`config.mk`:
```
export PLATFORM = sky130hd
export DESIGN_NAME = adi_gr_sweep
export DESIGN_NICKNAME = d
export VERILOG_FILES = /design/src/adi_gr_pkg.sv /design/src/adi_gr_sweep.sv
export SDC_FILE = /design/constraint.sdc
export NUM_CORES = 1
export LEC_CHECK = 0
export BUFFER_PORTS_ARGS = -buffer_cell sky130_fd_sc_hd__buf_2
export CORE_ASPECT_RATIO = 1.5
export CORE_MARGIN = 2
export CORE_UTILIZATION = 50
export DETAILED_ROUTE_END_ITERATION = 6
export PLACE_DENSITY = 0.81
export SYNTH_ARGS = -nofsm -noshare
export SYNTH_HDL_FRONTEND = slang
export SYNTH_SLANG_ARGS = --single-unit
export TNS_END_PERCENT = 1
```
`constraint.sdc`:
```
create_clock -name clk -period 8 [get_ports clk]
set_input_delay 0.8 -clock clk [delete_from_list [all_inputs] [get_ports clk]]
set_output_delay 0.8 -clock clk [all_outputs]
set_load 0.01 [all_outputs]
```
`src/adi_gr_pkg.sv`:
```
// adi_gr_pkg: shared types, constants and helpers of the grid relaxation core
// depends on nothing; used by the interfaces, the memory, the sweep engine and the top level
`default_nettype none

package adi_gr_pkg;

	// grid geometry
	localparam int GRID_SIDE = 16;
	localparam int COORD_W   = $clog2(GRID_SIDE);
	localparam int ADDR_W    = 3 * COORD_W;
	localparam int CELLS     = 2 ** ADDR_W;
	localparam logic [COORD_W-1:0] COORD_FIRST = COORD_W'(1);
	localparam logic [COORD_W-1:0] COORD_LAST  = COORD_W'(GRID_SIDE - 2);

	// field widths
	localparam int OP_W    = 2;
	localparam int IN_CO_W = 4;
	localparam int CELL_W  = 48;
	localparam int CHG_W   = 47;
	localparam int ITER_W  = 10;

	// configuration registers
	localparam int CFG_IDX_W = 1;
	localparam logic [CFG_IDX_W-1:0] CFG_THRESHOLD = 1'b0;
	localparam logic [CFG_IDX_W-1:0] CFG_ITER_LIMIT = 1'b1;
	localparam logic [CHG_W-1:0]  THRESHOLD_RESET = CHG_W'(43);
	localparam logic [ITER_W-1:0] ITER_LIMIT_RESET = ITER_W'(100);

	typedef enum logic [OP_W-1:0] {
		OP_WRITE = 2'd0,
		OP_RUN   = 2'd1,
		OP_READ  = 2'd2,
		OP_NOP   = 2'd3
	} opcode_t;

	// one memory access: one write port, two read ports
	typedef struct packed {
		logic              we;
		logic [ADDR_W-1:0] waddr;
		logic [CELL_W-1:0] wdata;
		logic              re;
		logic [ADDR_W-1:0] raddr_a;
		logic [ADDR_W-1:0] raddr_b;
	} mem_req_t;

	// outcome of one run
	typedef struct packed {
		logic [ITER_W-1:0] iterations;
		logic [CHG_W-1:0]  change;
		logic              converged;
	} run_status_t;

	// cell address from three coordinates, i major
	function automatic logic [ADDR_W-1:0] cell_addr(input logic [COORD_W-1:0] a,
		input logic [COORD_W-1:0] b, input logic [COORD_W-1:0] c);
		return {a, b, c};
	endfunction

	// floor of the mean of two cells; the 49-bit sum shifted right always fits
	function automatic logic [CELL_W-1:0] half_sum(input logic [CELL_W-1:0] x,
		input logic [CELL_W-1:0] y);
		logic [CELL_W:0] s;
		s = {x[CELL_W-1], x} + {y[CELL_W-1], y};
		return s[CELL_W:1];
	endfunction

endpackage

`default_nettype wire

```
`src/adi_gr_sweep.sv`:
```
// adi_gr_sweep: run sequencer, walks the interior along i, j and k in place
// depends on adi_gr_pkg; drives the grid memory while a run is active
`default_nettype none

module adi_gr_sweep (
	input  wire logic                          clk,
	input  wire logic                          arst_n,
	input  wire logic                          start,
	input  wire logic [adi_gr_pkg::CHG_W-1:0]  change_threshold,
	input  wire logic [adi_gr_pkg::ITER_W-1:0] iteration_limit,
	input  wire logic [adi_gr_pkg::CELL_W-1:0] rdata_a,
	input  wire logic [adi_gr_pkg::CELL_W-1:0] rdata_b,
	output adi_gr_pkg::mem_req_t               req,
	output logic                               done,
	output adi_gr_pkg::run_status_t            status
);

	typedef enum logic [2:0] {
		S_IDLE,
		S_RD,
		S_HALF,
		S_KWR,
		S_DRAIN,
		S_CHECK
	} state_t;

	typedef enum logic [1:0] {
		PASS_I,
		PASS_J,
		PASS_K
	} pass_t;

	state_t state_q;
	pass_t  pass_q;
	logic [adi_gr_pkg::COORD_W-1:0] u_q, v_q, w_q;
	logic [adi_gr_pkg::ITER_W-1:0]  iter_q;
	logic [adi_gr_pkg::CELL_W-1:0]  big_q;
	logic                           absd_vld_q;
	logic [adi_gr_pkg::CELL_W-1:0]  nw_q;
	logic [adi_gr_pkg::CELL_W-1:0]  absd_q;

	logic [adi_gr_pkg::COORD_W-1:0] u_dn, u_up;
	logic [adi_gr_pkg::ADDR_W-1:0]  addr_lo, addr_hi, addr_mid;
	logic [adi_gr_pkg::CELL_W-1:0]  half;
	logic [adi_gr_pkg::CELL_W-1:0]  absd;
	logic [adi_gr_pkg::ITER_W-1:0]  iter_next;
	logic w_last, v_last, u_last, pass_end;
	logic below;

	// neighbor addresses along the swept axis
	assign u_dn = u_q - adi_gr_pkg::COORD_W'(1);
	assign u_up = u_q + adi_gr_pkg::COORD_W'(1);

	always_comb begin
		case (pass_q)
			PASS_I: begin
				addr_lo  = adi_gr_pkg::cell_addr(u_dn, v_q, w_q);
				addr_hi  = adi_gr_pkg::cell_addr(u_up, v_q, w_q);
				addr_mid = adi_gr_pkg::cell_addr(u_q, v_q, w_q);
			end
			PASS_J: begin
				addr_lo  = adi_gr_pkg::cell_addr(v_q, u_dn, w_q);
				addr_hi  = adi_gr_pkg::cell_addr(v_q, u_up, w_q);
				addr_mid = adi_gr_pkg::cell_addr(v_q, u_q, w_q);
			end
			default: begin
				addr_lo  = adi_gr_pkg::cell_addr(v_q, w_q, u_dn);
				addr_hi  = adi_gr_pkg::cell_addr(v_q, w_q, u_up);
				addr_mid = adi_gr_pkg::cell_addr(v_q, w_q, u_q);
			end
		endcase
	end

	// new value and absolute change of the k pass
	assign half = adi_gr_pkg::half_sum(rdata_a, rdata_b);
	assign absd = ($signed(rdata_a) >= $signed(nw_q)) ? (rdata_a - nw_q) : (nw_q - rdata_a);

	assign w_last   = (w_q == adi_gr_pkg::COORD_LAST);
	assign v_last   = (v_q == adi_gr_pkg::COORD_LAST);
	assign u_last   = (u_q == adi_gr_pkg::COORD_LAST);
	assign pass_end = w_last && v_last && u_last;

	assign iter_next = iter_q + adi_gr_pkg::ITER_W'(1);
	assign below     = (big_q < {1'b0, change_threshold});

	// memory accesses per state
	always_comb begin
		req         = '0;
		req.raddr_a = addr_lo;
		req.raddr_b = addr_hi;
		req.waddr   = addr_mid;
		case (state_q)
			S_RD: begin
				req.re = 1'b1;
			end
			S_HALF: begin
				if (pass_q == PASS_K) begin
					req.re      = 1'b1;
					req.raddr_a = addr_mid;
				end else begin
					req.we    = 1'b1;
					req.wdata = half;
				end
			end
			S_KWR: begin
				req.we    = 1'b1;
				req.wdata = nw_q;
			end
			default: begin
				req.re = 1'b0;
			end
		endcase
	end

	// sequencer state, counters, running maximum and run status
	always_ff @(posedge clk or negedge arst_n) begin
		if (!arst_n) begin
			state_q    <= S_IDLE;
			pass_q     <= PASS_I;
			u_q        <= adi_gr_pkg::COORD_FIRST;
			v_q        <= adi_gr_pkg::COORD_FIRST;
			w_q        <= adi_gr_pkg::COORD_FIRST;
			iter_q     <= '0;
			big_q      <= '0;
			absd_vld_q <= 1'b0;
			done       <= 1'b0;
			status     <= '0;
		end else begin
			done       <= 1'b0;
			absd_vld_q <= 1'b0;
			if (absd_vld_q && (absd_q > big_q)) begin
				big_q <= absd_q;
			end
			// step to the next interior cell at the end of each cell's work
			if ((state_q == S_KWR) || ((state_q == S_HALF) && (pass_q != PASS_K))) begin
				if (!w_last) begin
					w_q <= w_q + adi_gr_pkg::COORD_W'(1);
				end else begin
					w_q <= adi_gr_pkg::COORD_FIRST;
					if (!v_last) begin
						v_q <= v_q + adi_gr_pkg::COORD_W'(1);
					end else begin
						v_q <= adi_gr_pkg::COORD_FIRST;
						if (!u_last) begin
							u_q <= u_q + adi_gr_pkg::COORD_W'(1);
						end else begin
							u_q <= adi_gr_pkg::COORD_FIRST;
						end
					end
				end
			end
			unique case (state_q)
				S_IDLE: begin
					if (start) begin
						iter_q <= '0;
						big_q  <= '0;
						pass_q <= PASS_I;
						u_q    <= adi_gr_pkg::COORD_FIRST;
						v_q    <= adi_gr_pkg::COORD_FIRST;
						w_q    <= adi_gr_pkg::COORD_FIRST;
						if (iteration_limit == '0) begin
							done   <= 1'b1;
							status <= '0;
						end else begin
							state_q <= S_RD;
						end
					end
				end
				S_RD: begin
					state_q <= S_HALF;
				end
				S_HALF: begin
					if (pass_q == PASS_K) begin
						state_q <= S_KWR;
					end else begin
						state_q <= S_RD;
						if (pass_end) begin
							pass_q <= (pass_q == PASS_I) ? PASS_J : PASS_K;
						end
					end
				end
				S_KWR: begin
					absd_vld_q <= 1'b1;
					state_q    <= pass_end ? S_DRAIN : S_RD;
				end
				S_DRAIN: begin
					state_q <= S_CHECK;
				end
				S_CHECK: begin
					if (below || (iter_next == iteration_limit)) begin
						state_q           <= S_IDLE;
						done              <= 1'b1;
						status.iterations <= iter_next;
						status.change     <= big_q[adi_gr_pkg::CELL_W-1] ? '1
							: big_q[adi_gr_pkg::CHG_W-1:0];
						status.converged  <= below;
					end else begin
						state_q <= S_RD;
						iter_q  <= iter_next;
						big_q   <= '0;
						pass_q  <= PASS_I;
					end
				end
				default: begin
					state_q <= S_IDLE;
				end
			endcase
		end
	end

	// datapath registers of the k pass
	always_ff @(posedge clk) begin
		if ((state_q == S_HALF) && (pass_q == PASS_K)) begin
			nw_q <= half;
		end
		if (state_q == S_KWR) begin
			absd_q <= absd;
		end
	end

	// the memory is left alone between runs
	assert property (@(posedge clk) disable iff (!arst_n)
		(state_q == S_IDLE) |-> (!req.we && !req.re))
		else $error("sweep touches the grid while idle");

	// a run ends with exactly one done pulse
	assert property (@(posedge clk) disable iff (!arst_n)
		done |=> !done)
		else $error("done held for more than one cycle");

	// the walk stays inside the interior
	assert property (@(posedge clk) disable iff (!arst_n)
		(state_q != S_IDLE) |-> ((u_q >= adi_gr_pkg::COORD_FIRST) && (u_q <= adi_gr_pkg::COORD_LAST)
		&& (v_q >= adi_gr_pkg::COORD_FIRST) && (v_q <= adi_gr_pkg::COORD_LAST)
		&& (w_q >= adi_gr_pkg::COORD_FIRST) && (w_q <= adi_gr_pkg::COORD_LAST)))
		else $error("sweep counter left the interior");

endmodule

`default_nettype wire

```
## Word-level counts from Yosys, hierarchy flattened

Cells that the tools add are included.

- Input port bits: 156
- Logic and storage cells: 115
- Register bits after elaboration: 231

- $lt $le $gt $ge: 3
- Equal/unequal tests: 19
- Mux-type cells: 55
- $add $sub $neg: 8
- Reductions and logical operators: 16

Operators by type and width:

| cell | number |
|---|---|
| $mux W48 | 5 |
| $pmux W48 S2 | 2 |
| $mux W58 | 3 |
| $pmux W58 S2 | 1 |
| $sub A48 B48 Y48 | 2 |
| $pmux W12 S2 | 3 |
| $mux W4 | 15 |
| $add A48 B48 Y49 | 1 |
| $ge A48 B48 Y1 | 1 |
| $gt A48 B48 Y1 | 1 |
| $lt A48 B47 Y1 | 1 |
| $mux W47 | 1 |
| $mux W10 | 2 |
| $pmux W10 S2 | 1 |
| $pmux W3 S6 | 1 |
| $ne A2 B2 Y1 const B | 8 |
| $mux W13 | 1 |
| $add A4 B1 Y4 const B | 3 |
| $eq A4 B4 Y1 const B | 3 |
| $mux W12 | 1 |
| $mux W2 | 6 |
| $add A10 B1 Y10 const B | 1 |
| $eq A10 B10 Y1 | 1 |
| $logic_not A10 Y1 | 1 |
| other kinds (20) | 36 |

## Longest topological paths before layout

- Depth after elaboration: 7
- Gate-level depth with buffers: 15

## Worst setup path after synthesis

Ideal clock, no wire load.

- Kind: input -> output
- Start: in rdata_a[1] (netlist bit)
- End: out req[72] (netlist bit)
- Slack: 3819 ps
- Stages on the path: 12
- Buffers on the path: 0
- Data arrival time: 3381 ps
- Path through: inv_1 > fa_1 > nor2b_1 > o31a_1 > a221oi_1 > o41a_1 > o31a_1 > o21a_1 > a21oi_1 > o31a_1 > o22ai_1 > a22o_1

RTL lines:

| element | RTL line | RTL |
|---|---|---|
| from (decl) | adi_gr_sweep.sv:11 | `input wire logic [adi_gr_pkg::CELL_W-1:0] rdata_a,` |
| to (decl) | adi_gr_sweep.sv:13 | `output adi_gr_pkg::mem_req_t req,` |

==> impl_metrics.toml <==
[yosys]
synth.top_cells.by_area = "dfrtp_1 16%, ha_1 15%, edfxtp_1 14%"
synth_fp_nets = 2836
synth-xor-area-share = 0.04796
netlist_area_mm2 = 0.02045
yosys_register_bits = 231
yosysSeqAreaShare = 0.3063
synth_top_family_by_area = "compound AO/OA/AOI/OAI gates"
syn_avg_cell_area_um2 = 8.392
synth_largest_area_cell = "dfrtp_1"
synth_cell_types = 82
synthSimpleGateAreaFrac = 0.1396
synth_adder_area_share = 0.1498
synth_top_area_share = 0.1615
yosys-mux-area-fraction = 0.03750
synth_compound_area_frac = 0.2498
synthFlopType = "dfrtp_1"
async_flop_share = 0.5844
synth_edf_count = 96
syn_inst = 2437
ys_warn_count = 0

[sta]
period_minus_slack_ns = 5.279
setup_tns_ns = 0
fin_ws_ns = 2.721
drv_slew = 0
slew_headroom = 0.2115
finalSetupViolations = 0
max_slew.worst_pin.slew_ns = 1.180
fmax_mhz = 189.4
finClkSkew_ns = 0.02080
rsz0062_at_grt = "false"
fin_crit_sh = 0.6599
hold_violations = 0

[floorplan]
die_x_um = 169.1
coreArea_mm2 = 0.04031
die_y_um = 251.7
start_util = 0.5073
pin_count = 301
rows = 90
dieArea_mm2 = 0.04257

[grt]
antenna_found_initial = 1
grt_max_degree = 80
grt_overflow = 0
grt_usage = 0.2731
grt_pass1_wl_um = 95680
grt_pass1_vias = 19120

[layout]
drive_gt1_frac = 0.1466
post-route-util = 0.5726
final_cell_count_no_fill = 3167
n_fill_cell = 3650
area_delta_synth_final_pct = 12.87
nNetsFinal = 3041

[placed_design]
port_buffers = 300
dp_slack_ns = 2.860
dp_cells = 3122
dpl.hpwl_um = 47210
gp_congestion = 0.9922

[clock_network]
cts_buffers = 24
hold_buffers = 0
path_clk_slew_ns = 0.07
cts_tree = "built"
post_cts_buffers = 0
cts.sinks = 231
clock_path_buffers = 3
cts_resized = 0
htree_levels = 1
root_buffer = "clkbuf_16"
clk_latency_ns = 0.54

[run]
maxCapViolations = 0

[setup_path]
ff2ff_path_depth = 11
crit_type = "in2out"
r2r_start = "nw_q[42]"
crit_path_max_fanout = 5
crit_path_end_kind = "primary output"
start_kind = "input pin"
arrival_ns = 4.48
crit_start = "rdata_a[1]"
worstPathRequired_ns = 7.20

[status]
outcome = "completed"

[pwr]
powerDensity_mw_per_mm2 = 198.3
report.power.total_w = 0.004577
p_leak_nw = 10.95
peakVddDrop_v = 0.0001740

[route]
route.antenna.remaining_nets = 0
vias = 19210
routed_wl_um = 59830
viasPerCell = 6.065
firstDrtPassIters = 5
drc_errors = 0
drt_iter0_markers = 1473
post_drt_wl_per_cell_um = 18.89

[hold_path]
hold_class = "in2async"
==> cell type report <==
class | instances | area, µm² | share of cell area
Multi-Input combinational cell | 1842 | 12840 | 0.5562
Sequential cell | 231 | 6265 | 0.2714
Timing Repair Buffer | 311 | 1590 | 0.06889
Inverter | 232 | 870.8 | 0.03772
Clock buffer | 31 | 725.7 | 0.03144
Tap cell | 506 | 633.1 | 0.02743
Clock inverter | 13 | 158.9 | 0.006883
Antenna cell | 1 | 2.502 | 0.0001084
==> flip-flops by register name, indices dropped and copies added (netlist names) <==
register / count
u_q: 4
absd_q: 48
pass_q: 2
status: 58
nw_q: 48
done: 1
iter_q: 10
absd_vld_q: 1
v_q: 4
w_q: 4
state_q: 3
big_q: 48
==> worst paths after layout <==
check | endpoint | slack [ns]
setup / recovery | req[66] | 2.72
hold / removal | u_q[2] | 0.23
setup reg to reg | absd_q[46] | 3.58
hold reg to reg | status[51] | 0.52
max in group asynchronous | big_q[41] | 6.40
min in group clk | status[51] | 0.52
==> cells in the final DEF (no fill, tap or decap), types with 17 or more instances in the layout <==
master / netlist / final
dfrtp_1: 132 / 132
nor2b_1: 17 / 17
o31ai_1: 18 / 17
nor2_1: 170 / 167
clkbuf_16: 0 / 28
xor2_1: 44 / 44
buf_2: 28 / 299
a21oi_1: 210 / 209
nand4_1: 53 / 53
mux2i_1: 71 / 71
o21ai_0: 164 / 164
edfxtp_1: 96 / 96
xnor2_1: 68 / 68
a22o_1: 47 / 47
nor3_1: 35 / 34
inv_1: 232 / 231
o21a_1: 24 / 24
a211oi_1: 19 / 19
ha_1: 240 / 240
nand3_1: 46 / 46
o21bai_1: 31 / 31
a21o_1: 114 / 114
nand2_1: 216 / 216
o22ai_1: 56 / 56
==> critical path, cell delays in order <==
cell and delay (ns):
buf_2 0.13, inv_1 0.12, fa_1 0.48, nor2b_1 0.18
o31a_1 0.21, a221oi_1 0.22, o21a_1 0.31, o31ai_1 0.55
a31oi_1 0.25, o31ai_1 0.50, a31oi_1 0.18, xnor2_1 0.24
a22o_1 0.17, buf_2 0.13
==> layer usage <==
metal,wire [µm],GRT usage,share of wire
met1,23800,0.3246,0.40
met2,29740,0.4891,0.50
met3,3171,0.02525,0.053
met4,3124,0.1377,0.052
met5,0,0,0
==> power by group <==
part | switching [W] | leakage [nW] | internal, W
combinational | 0.00103 | 8.15 | 0.000704
clock | 0.000501 | 0.414 | 0.000741
sequential | 0.000186 | 2.39 | 0.00141
==> logic make-up (layout without fill, tap and decap cells) <==
group,Yosys count,count (layout)
compound gates,790,790
xor+xnor,112,112
fa+ha+maj,243,243
buf+inv,364,587
flops,231,231
mux,76,76
other cells,0,1
simple gates,621,621
==> Yosys cell counts (16+ instances only) <==
cell type and number:
a211oi_1 19, a21o_1 114, a21oi_1 210, a22o_1 47, a31oi_1 17, and3_1 16, buf_2 28, clkbuf_1 100
dfrtp_1 132, edfxtp_1 96, ha_1 240, inv_1 232, mux2i_1 71, nand2_1 216, nand3_1 46, nand4_1 53
nor2_1 170, nor2b_1 17, nor3_1 35, o21a_1 24, o21ai_0 164, o21bai_1 31, o22ai_1 56, o31ai_1 18
xnor2_1 68, xor2_1 44
==> stage by stage <==
stage | cell area, µm² | hold WS [ns]
after global placement | 22200 | 0.5070
after detailed placement | 22200 | 0.5131
final | 23080 | 0.2320
after global routing | 23080 | 0.2689
after CTS | 23080 | 0.2353
after floorplan | 20450 | 0.4917
(Power assumes the default switching activity.)
